$ cat src/rtl/core/thc_pkg.sv
// Shared types, register indexes and state codes for the heater hysteresis controller.
// No dependencies.
package thc_pkg;

   localparam int TEMP_W = 16;

   typedef logic signed [TEMP_W-1:0] temp_type;

   // Configuration register indexes
   localparam logic [2:0] CSR_LOWER_OP_LIMIT   = 3'd0;
   localparam logic [2:0] CSR_UPPER_OP_LIMIT   = 3'd1;
   localparam logic [2:0] CSR_HEATER_ON_OFFSET = 3'd2;
   localparam logic [2:0] CSR_HEAT_HYSTERESIS  = 3'd3;
   localparam logic [2:0] CSR_SWITCHOFF_MARGIN = 3'd4;
   localparam logic [2:0] CSR_TARGET_STATE     = 3'd5;

   // Target mode codes
   localparam logic [1:0] TGT_HEATING     = 2'd0;
   localparam logic [1:0] TGT_IGNORE      = 2'd1;
   localparam logic [1:0] TGT_OPERATIONAL = 2'd2;

   // Component state codes
   localparam logic [2:0] ST_UNKNOWN  = 3'd0;
   localparam logic [2:0] ST_LOW      = 3'd1;
   localparam logic [2:0] ST_OP       = 3'd2;
   localparam logic [2:0] ST_HIGH     = 3'd3;
   localparam logic [2:0] ST_LOW_IGN  = 3'd4;
   localparam logic [2:0] ST_OP_IGN   = 3'd5;
   localparam logic [2:0] ST_HIGH_IGN = 3'd6;

   // Heater request codes
   localparam logic [1:0] REQ_DONT_CARE = 2'd0;
   localparam logic [1:0] REQ_EMERG_ON  = 2'd1;
   localparam logic [1:0] REQ_EMERG_OFF = 2'd2;

   // Reset values
   localparam temp_type   LOWER_RESET  = -16'sd160;
   localparam temp_type   UPPER_RESET  = 16'sd800;
   localparam temp_type   ON_OFS_RESET = 16'sd80;
   localparam temp_type   HYST_RESET   = 16'sd16;
   localparam temp_type   MARGIN_RESET = 16'sd80;
   localparam temp_type   MIN_RESET    = 16'sd15984;  // 999 degC
   localparam temp_type   MAX_RESET    = -16'sd4370;  // zero kelvin

   typedef struct packed {
      temp_type   lower_op_limit;
      temp_type   upper_op_limit;
      temp_type   heater_on_offset;
      temp_type   heat_hysteresis;
      temp_type   switchoff_margin;
      logic [1:0] target_state;
   } thc_cfg_type;

   // Index 0 is the primary sensor, 3 the thermal module
   typedef struct packed {
      logic [3:0]              valid;
      logic [3:0][TEMP_W-1:0]  temp;
   } thc_sample_type;

   typedef struct packed {
      logic       temp_valid;
      temp_type   chosen_temp;
      logic [2:0] component_state;
      logic [1:0] heater_request;
      temp_type   min_seen;
      temp_type   max_seen;
   } thc_result_type;

endpackage

$ cat src/rtl/core/thc_csr.sv
// Configuration registers of the heater hysteresis controller.
// Depends on thc_pkg.
module thc_csr
   import thc_pkg::*;
(
   input  logic              clock,
   input  logic              reset,
   input  logic              csr_we,
   input  logic [2:0]        csr_index,
   input  logic [TEMP_W-1:0] csr_wdata,
   output thc_cfg_type       cfg
);

   thc_cfg_type cfg_ff;
   thc_cfg_type cfg_in;

   always_comb begin
      cfg_in = cfg_ff;
      if (csr_we) begin
         case (csr_index)
            CSR_LOWER_OP_LIMIT:   cfg_in.lower_op_limit   = csr_wdata;
            CSR_UPPER_OP_LIMIT:   cfg_in.upper_op_limit   = csr_wdata;
            CSR_HEATER_ON_OFFSET: cfg_in.heater_on_offset = csr_wdata;
            CSR_HEAT_HYSTERESIS:  cfg_in.heat_hysteresis  = csr_wdata;
            CSR_SWITCHOFF_MARGIN: cfg_in.switchoff_margin = csr_wdata;
            CSR_TARGET_STATE:     cfg_in.target_state     = csr_wdata[1:0];
            default: ;
         endcase
      end
   end

   always_ff @(posedge clock) begin
      if (reset) begin
         cfg_ff.lower_op_limit   <= LOWER_RESET;
         cfg_ff.upper_op_limit   <= UPPER_RESET;
         cfg_ff.heater_on_offset <= ON_OFS_RESET;
         cfg_ff.heat_hysteresis  <= HYST_RESET;
         cfg_ff.switchoff_margin <= MARGIN_RESET;
         cfg_ff.target_state     <= TGT_OPERATIONAL;
      end else begin
         cfg_ff <= cfg_in;
      end
   end

   assign cfg = cfg_ff;

endmodule

$ cat src/rtl/core/thc_eval.sv
// Per-beat evaluation: sensor priority select, classification, heater request
// and min/max tracking. Combinational; depends on thc_pkg.
module thc_eval
   import thc_pkg::*;
(
   input  thc_sample_type sample,
   input  thc_cfg_type    cfg,
   input  logic           heating,
   input  temp_type       min_cur,
   input  temp_type       max_cur,
   output thc_result_type result,
   output logic           heating_next,
   output temp_type       min_next,
   output temp_type       max_next
);

   logic               sel_valid;
   temp_type           t;
   logic               ign;
   logic signed [17:0] t_x;
   logic signed [17:0] on_limit;
   logic signed [17:0] off_limit;
   logic signed [17:0] lower_x;
   logic signed [17:0] upper_x;
   logic [2:0]         st;
   logic [1:0]         req;
   logic               heat;

   always_comb begin
      sel_valid = 1'b1;
      if (sample.valid[0])      t = sample.temp[0];
      else if (sample.valid[1]) t = sample.temp[1];
      else if (sample.valid[2]) t = sample.temp[2];
      else if (sample.valid[3]) t = sample.temp[3];
      else begin
         t         = '0;
         sel_valid = 1'b0;
      end
   end

   assign ign     = (cfg.target_state == TGT_IGNORE);
   assign t_x     = $signed({{2{t[TEMP_W-1]}}, t});
   assign lower_x = $signed({{2{cfg.lower_op_limit[TEMP_W-1]}}, cfg.lower_op_limit});
   assign upper_x = $signed({{2{cfg.upper_op_limit[TEMP_W-1]}}, cfg.upper_op_limit});

   always_comb begin
      on_limit = lower_x + $signed({{2{cfg.heater_on_offset[TEMP_W-1]}}, cfg.heater_on_offset});
      if (heating) begin
         on_limit = on_limit
                  + $signed({{2{cfg.heat_hysteresis[TEMP_W-1]}}, cfg.heat_hysteresis});
      end
      off_limit = upper_x - $signed({{2{cfg.switchoff_margin[TEMP_W-1]}}, cfg.switchoff_margin});
   end

   always_comb begin
      if (t < cfg.lower_op_limit)      st = ign ? ST_LOW_IGN  : ST_LOW;
      else if (t < cfg.upper_op_limit) st = ign ? ST_OP_IGN   : ST_OP;
      else                             st = ign ? ST_HIGH_IGN : ST_HIGH;

      if (ign) begin
         heat = 1'b0;
         req  = REQ_DONT_CARE;
      end else if (t_x > off_limit) begin
         heat = 1'b0;
         req  = REQ_EMERG_OFF;
      end else if (t_x < on_limit) begin
         heat = 1'b1;
         req  = REQ_EMERG_ON;
      end else begin
         heat = 1'b0;
         req  = REQ_DONT_CARE;
      end
   end

   always_comb begin
      heating_next = heating;
      min_next     = min_cur;
      max_next     = max_cur;
      if (sel_valid) begin
         heating_next = heat;
         if (t < min_cur) min_next = t;
         if (t > max_cur) max_next = t;
      end
      result.temp_valid      = sel_valid;
      result.chosen_temp     = t;
      result.component_state = sel_valid ? st  : ST_UNKNOWN;
      result.heater_request  = sel_valid ? req : REQ_DONT_CARE;
      result.min_seen        = min_next;
      result.max_seen        = max_next;
   end

endmodule

$ cat src/rtl/core/thermal_heater_hysteresis_control.sv
// Heater hysteresis controller, top level.
// A req beat passes the input register, then the result register, before rsp valid.
// Throughput: one beat per cycle while rsp_ready is not held low; state (heating flag,
// min/max) updates as a beat moves from the input register to the result register.
// Reset: synchronous, active high; clears valids, heating flag, restores min/max
// and configuration to their defaults. Depends on thc_pkg, thc_csr, thc_eval.
module thermal_heater_hysteresis_control
   import thc_pkg::*;
(
   input  logic              clock,
   input  logic              reset,

   input  logic              csr_we,
   input  logic [2:0]        csr_index,
   input  logic [TEMP_W-1:0] csr_wdata,

   input  logic              req_valid,
   output logic              req_ready,
   input  logic              req_primary_valid,
   input  temp_type          req_primary_temp,
   input  logic              req_backup1_valid,
   input  temp_type          req_backup1_temp,
   input  logic              req_backup2_valid,
   input  temp_type          req_backup2_temp,
   input  logic              req_module_valid,
   input  temp_type          req_module_temp,

   output logic              rsp_valid,
   input  logic              rsp_ready,
   output logic              rsp_temp_valid,
   output temp_type          rsp_chosen_temp,
   output logic [2:0]        rsp_component_state,
   output logic [1:0]        rsp_heater_request,
   output temp_type          rsp_min_seen,
   output temp_type          rsp_max_seen
);

   thc_cfg_type    cfg;
   thc_sample_type sample_in;
   thc_sample_type sample_ff;
   logic           s1_valid_ff;
   logic           out_valid_ff;
   thc_result_type out_ff;
   thc_result_type result_in;
   logic           heating_ff;
   logic           heating_in;
   temp_type       min_ff;
   temp_type       min_in;
   temp_type       max_ff;
   temp_type       max_in;
   logic           advance;

   thc_csr u_csr (
      .clock     (clock),
      .reset     (reset),
      .csr_we    (csr_we),
      .csr_index (csr_index),
      .csr_wdata (csr_wdata),
      .cfg       (cfg)
   );

   thc_eval u_eval (
      .sample       (sample_ff),
      .cfg          (cfg),
      .heating      (heating_ff),
      .min_cur      (min_ff),
      .max_cur      (max_ff),
      .result       (result_in),
      .heating_next (heating_in),
      .min_next     (min_in),
      .max_next     (max_in)
   );

   assign sample_in.valid = {req_module_valid, req_backup2_valid,
                             req_backup1_valid, req_primary_valid};
   assign sample_in.temp  = {req_module_temp, req_backup2_temp,
                             req_backup1_temp, req_primary_temp};

   assign advance   = s1_valid_ff && (!out_valid_ff || rsp_ready);
   assign req_ready = !s1_valid_ff || advance;

   always_ff @(posedge clock) begin
      if (reset) begin
         s1_valid_ff  <= 1'b0;
         out_valid_ff <= 1'b0;
         heating_ff   <= 1'b0;
         min_ff       <= MIN_RESET;
         max_ff       <= MAX_RESET;
      end else begin
         if (req_ready) begin
            s1_valid_ff <= req_valid;
         end
         if (advance) begin
            out_valid_ff <= 1'b1;
            heating_ff   <= heating_in;
            min_ff       <= min_in;
            max_ff       <= max_in;
         end else if (rsp_ready) begin
            out_valid_ff <= 1'b0;
         end
      end
   end

   always_ff @(posedge clock) begin
      if (req_valid && req_ready) begin
         sample_ff <= sample_in;
      end
      if (advance) begin
         out_ff <= result_in;
      end
   end

   assign rsp_valid           = out_valid_ff;
   assign rsp_temp_valid      = out_ff.temp_valid;
   assign rsp_chosen_temp     = out_ff.chosen_temp;
   assign rsp_component_state = out_ff.component_state;
   assign rsp_heater_request  = out_ff.heater_request;
   assign rsp_min_seen        = out_ff.min_seen;
   assign rsp_max_seen        = out_ff.max_seen;

endmodule

$ cat config.mk
export PLATFORM = sky130hd
export DESIGN_NAME = thermal_heater_hysteresis_control
export DESIGN_NICKNAME = d
export VERILOG_FILES = /design/src/rtl/core/thc_pkg.sv /design/src/rtl/core/thc_csr.sv /design/src/rtl/core/thc_eval.sv /design/src/rtl/core/thermal_heater_hysteresis_control.sv
export SDC_FILE = /design/constraint.sdc
export NUM_CORES = 1
export LEC_CHECK = 0
export BUFFER_PORTS_ARGS = -buffer_cell sky130_fd_sc_hd__buf_4
export CAP_MARGIN = 5
export CORE_MARGIN = 2
export CORE_UTILIZATION = 35
export DETAILED_ROUTE_END_ITERATION = 10
export HOLD_SLACK_MARGIN = 0.08
export SYNTH_ARGS = -nofsm -noshare
export SYNTH_HDL_FRONTEND = slang
export SYNTH_HIERARCHICAL = 1
export SYNTH_SLANG_ARGS = --single-unit
$ cat constraint.sdc
create_clock -name clock -period 9.95 [get_ports clock]
set_input_delay 0 -clock clock [delete_from_list [all_inputs] [get_ports clock]]
set_output_delay 0 -clock clock [all_outputs]
set_load 0.05 [all_outputs]
==> summary.txt <==
worst clock skew - 0.0112 ns
total track usage - 17.5%
CTS tree - yes
Residual DRC - 0
Synth Register Bits - 239
max_cap viols - 0
max_slew headroom - 31.5%
Period Utilization, post-route - 53.4%
HP Class - in -> reg
CP Capture Type - flop
Post-synth EDFFs - 122
synthesized area - 14500 µm²
DR top layer - met4
Slew Limit Fails - 0
clk sinks - 239
I/O pin count - 148
Post-Synthesis Cells - 1409
kind of critical path - reg -> reg
placed cell areas - 16000 µm²
RD Place Congestion - 0.857
async set or reset register ratio after synthesis - 0%
Ys Warns - 6
die height - 208 µm
Skew-Pair Late Insertion Delay - 0.56 ns
Setup Viol. Count Final - 0
Worst Min Path Start - req_backup1_temp[3]
area growth from synthesis to layout - 22.6%
CTS H-tree depth - 1
slowest stage delay, CP - 0.41 ns
Vias/cell - 5.00
DR WL met2 - 18.2 mm
Power Total - 2.70 mW
post-synthesis sequential area ratio - 41.3%
CP startpoint - u_csr/cfg[66]$_SDFFE_PP0P_
final worst slack - 4.63 ns
Die ar. - 43200 µm²
FMAX - 188 MHz
final hold vios - 0
Synth Area per Inst - 10.3 µm²
WHS Path Cells - 2
reg2reg setup slack - 4.63 ns
DP Wirelength - 27.1 mm
depth of the most critical reg-to-reg path - 26
setup TNS - 0 ns
clk buf depth - 3
slowest stage cell, crit path - fa_1
CTS Buf Count - 27
# diodes - 0
largest net degree at the start of global routing - 94
via count - 10903
WL final - 38.4 mm
initial core utilization - 35.5%
first-pass GRT wire length - 60.2 mm
clk slew on worst S/H paths - 0.06 ns
clock tree root driver cell - clkbuf_16
crit start category - flop
initial antenna violation count - 1
antenna viol nets, final - 0
Crit Path Max Fanout - 4
drt wl/cell - 17.6 µm
LEAKAGE - 7.83 nW
fin nets - 1871
1st-pass router iterations - 5
layout cells sized above 1 - 15.5%
row cnt - 74
status - finished, final reports clean
Post-Route M1 WL - 17.7 mm
Worst-Margin Slew - 1.02 ns
vias in the first global route - 10943
first-iteration detailed-routing DRC count - 586
Final Cell Area - 17800 µm²
Top FF cell, synth - edfxtp_1
met3 WL post-DR - 1.63 mm
Buf/Inv on CP - 1
DP Worst Slack - 4.72 ns
Peak VDD IR - 0.000155 V
Arr. time, crit path - 5.72 ns
WHS Endpoint - sample_ff[19]$_DFFE_PP_
RSZ-0062 raised after global routing - false
Port Buf Inserts - 147
gr ovfl total - 0
Crit path max-delay family - compound AO/OA/AOI/OAI gates
WP data required - 10.35 ns
postcts setup bufs - 0
Yosys cell types - 83
Tmin final - 5.32 ns
Die X - 208 µm
Pwr Density - 152 nW/µm²
CORE AREA - 40900 µm²
Net Count, Synth - 1650
worst r2r src - u_csr/cfg[66]$_SDFFE_PP0P_
FF-to-FF End - heating_ff$_SDFFE_PP0P_
## stage by stage
step,std cells,utilization (%),hold slack [ns]
4_1_cts,2181,43.5,0.147
3_5_place_dp,2032,39.0,0.179
2_1_floorplan,1409,-,0.0989
5_1_grt,2181,43.5,0.160
3_3_place_gp,2032,39.0,0.178
6_report,2181,43.5,0.170
## layer usage
metal | track usage, % | up-vias
met5 | 0 | -
met4 | 4.23 | 0
met3 | 2.78 | 53
met2 | 29.7 | 246
met1 | 23.2 | 5157
li1 | - | 5447
## flip-flops by register name, indices dropped and copies added, names as in the netlist, 2 cells and up
register,count
rsp_min_seen,16
rsp_component_state,3
rsp_chosen_temp,16
u_csr/cfg,82
sample_ff,68
min_ff,16
max_ff,16
rsp_max_seen,16
rsp_heater_request,2
## synth_stat cells, types with 5 or more instances
library cell	number	area (µm²)
a211oi_1	6	45.0
o211ai_1	6	45.0
nand3_1	10	50.1
nand2b_1	121	757
a21o_1	27	203
nor2_1	130	488
xor2_1	11	96.3
a22oi_1	16	120
and3_1	5	31.3
a31oi_1	7	43.8
ha_1	146	1830
nor3_1	9	45.0
a211o_1	5	43.8
mux2_4	10	150
mux2i_1	127	1270
mux2_1	11	124
xnor2_1	22	193
buf_2	12	60.1
nor4_1	6	37.5
o21ai_0	52	260
edfxtp_1	122	3660
inv_1	105	394
a21oi_1	66	330
dfxtp_1	117	2340
o21bai_1	5	37.5
or3_1	7	43.8
nor2b_1	8	50.1
mux2_2	12	135
nand2_1	52	195
clkbuf_1	24	90.1
o21a_1	18	135
nand4_1	12	75.1
o21ai_1	6	30.0
buf_4	36	270
## cell type report
type	instances	area (µm²)
fill	3848	23100
inverter	106	398
tap	532	666
clock buffer	29	683
clock inverter	19	156
sequential	239	6010
timing repair buffer	274	2310
multi-input combinational	982	7600
## report_power, final
group / switching (mW) / internal [mW]
combinational: 0.350 / 0.267
clock: 0.414 / 0.548
sequential: 0.0258 / 1.10
## worst max-delay path by stage
stage,end,slack (ns),depth (start not counted)
final,heating_ff$_SDFFE_PP0P_,4.63,26
after global routing,heating_ff$_SDFFE_PP0P_,4.19,26
after CTS,heating_ff$_SDFFE_PP0P_,4.67,26
after detailed placement,heating_ff$_SDFFE_PP0P_,4.72,26
after global placement,heating_ff$_SDFFE_PP0P_,4.84,26
after floorplan,heating_ff$_SDFFE_PP0P_,5.32,25
## worst register-to-register path: cells and delay by family, from the launching register on
kind                       cells  cell delay, ns
muxes                          2            0.45
DFF                            1            0.35
AOI/OAI and AO/OA             12            2.20
adders and majority gates      4            1.21
xor gates and xnor gates       1            0.25
and+or+nand+nor                6            0.62
buffers and inverters          1            0.07
## cell families after synthesis
logic type | after synthesis | share of synthesized area, %
AOI/OAI and AO/OA | 257 | 11.9
xor gates and xnor gates | 33 | 1.99
adders and majority gates | 149 | 13.0
buffers and inverters | 188 | 6.54
DFF | 239 | 41.3
muxes | 160 | 11.6
and+or+nand+nor | 383 | 13.7
## layout by cell type, fill, tap and decap left out, types with 10 or more instances in the layout
cell / instances
buf_4: 173
ha_1: 146
nor2_1: 130
mux2i_1: 127
edfxtp_1: 122
nand2b_1: 121
dfxtp_1: 117
inv_1: 105
dlygate4sd3_1: 101
a21oi_1: 65
nand2_1: 52
o21ai_0: 42
clkbuf_16: 27
a21o_1: 27
xnor2_1: 22
o21a_1: 18
a22oi_1: 16
o21ai_1: 16
nand4_1: 12
mux2_2: 12
xor2_1: 11
mux2_1: 11
nand3_1: 10
mux2_4: 10
## what timing repair did
action / 4_1_cts / 5_1_grt
hold buffers: 101 / 0
resized for setup: 0 / 0
setup endpoints to repair: 0 / 0
hold endpoints to repair: 154 / 0
Note: power is estimated with default switching activity, not from simulation.
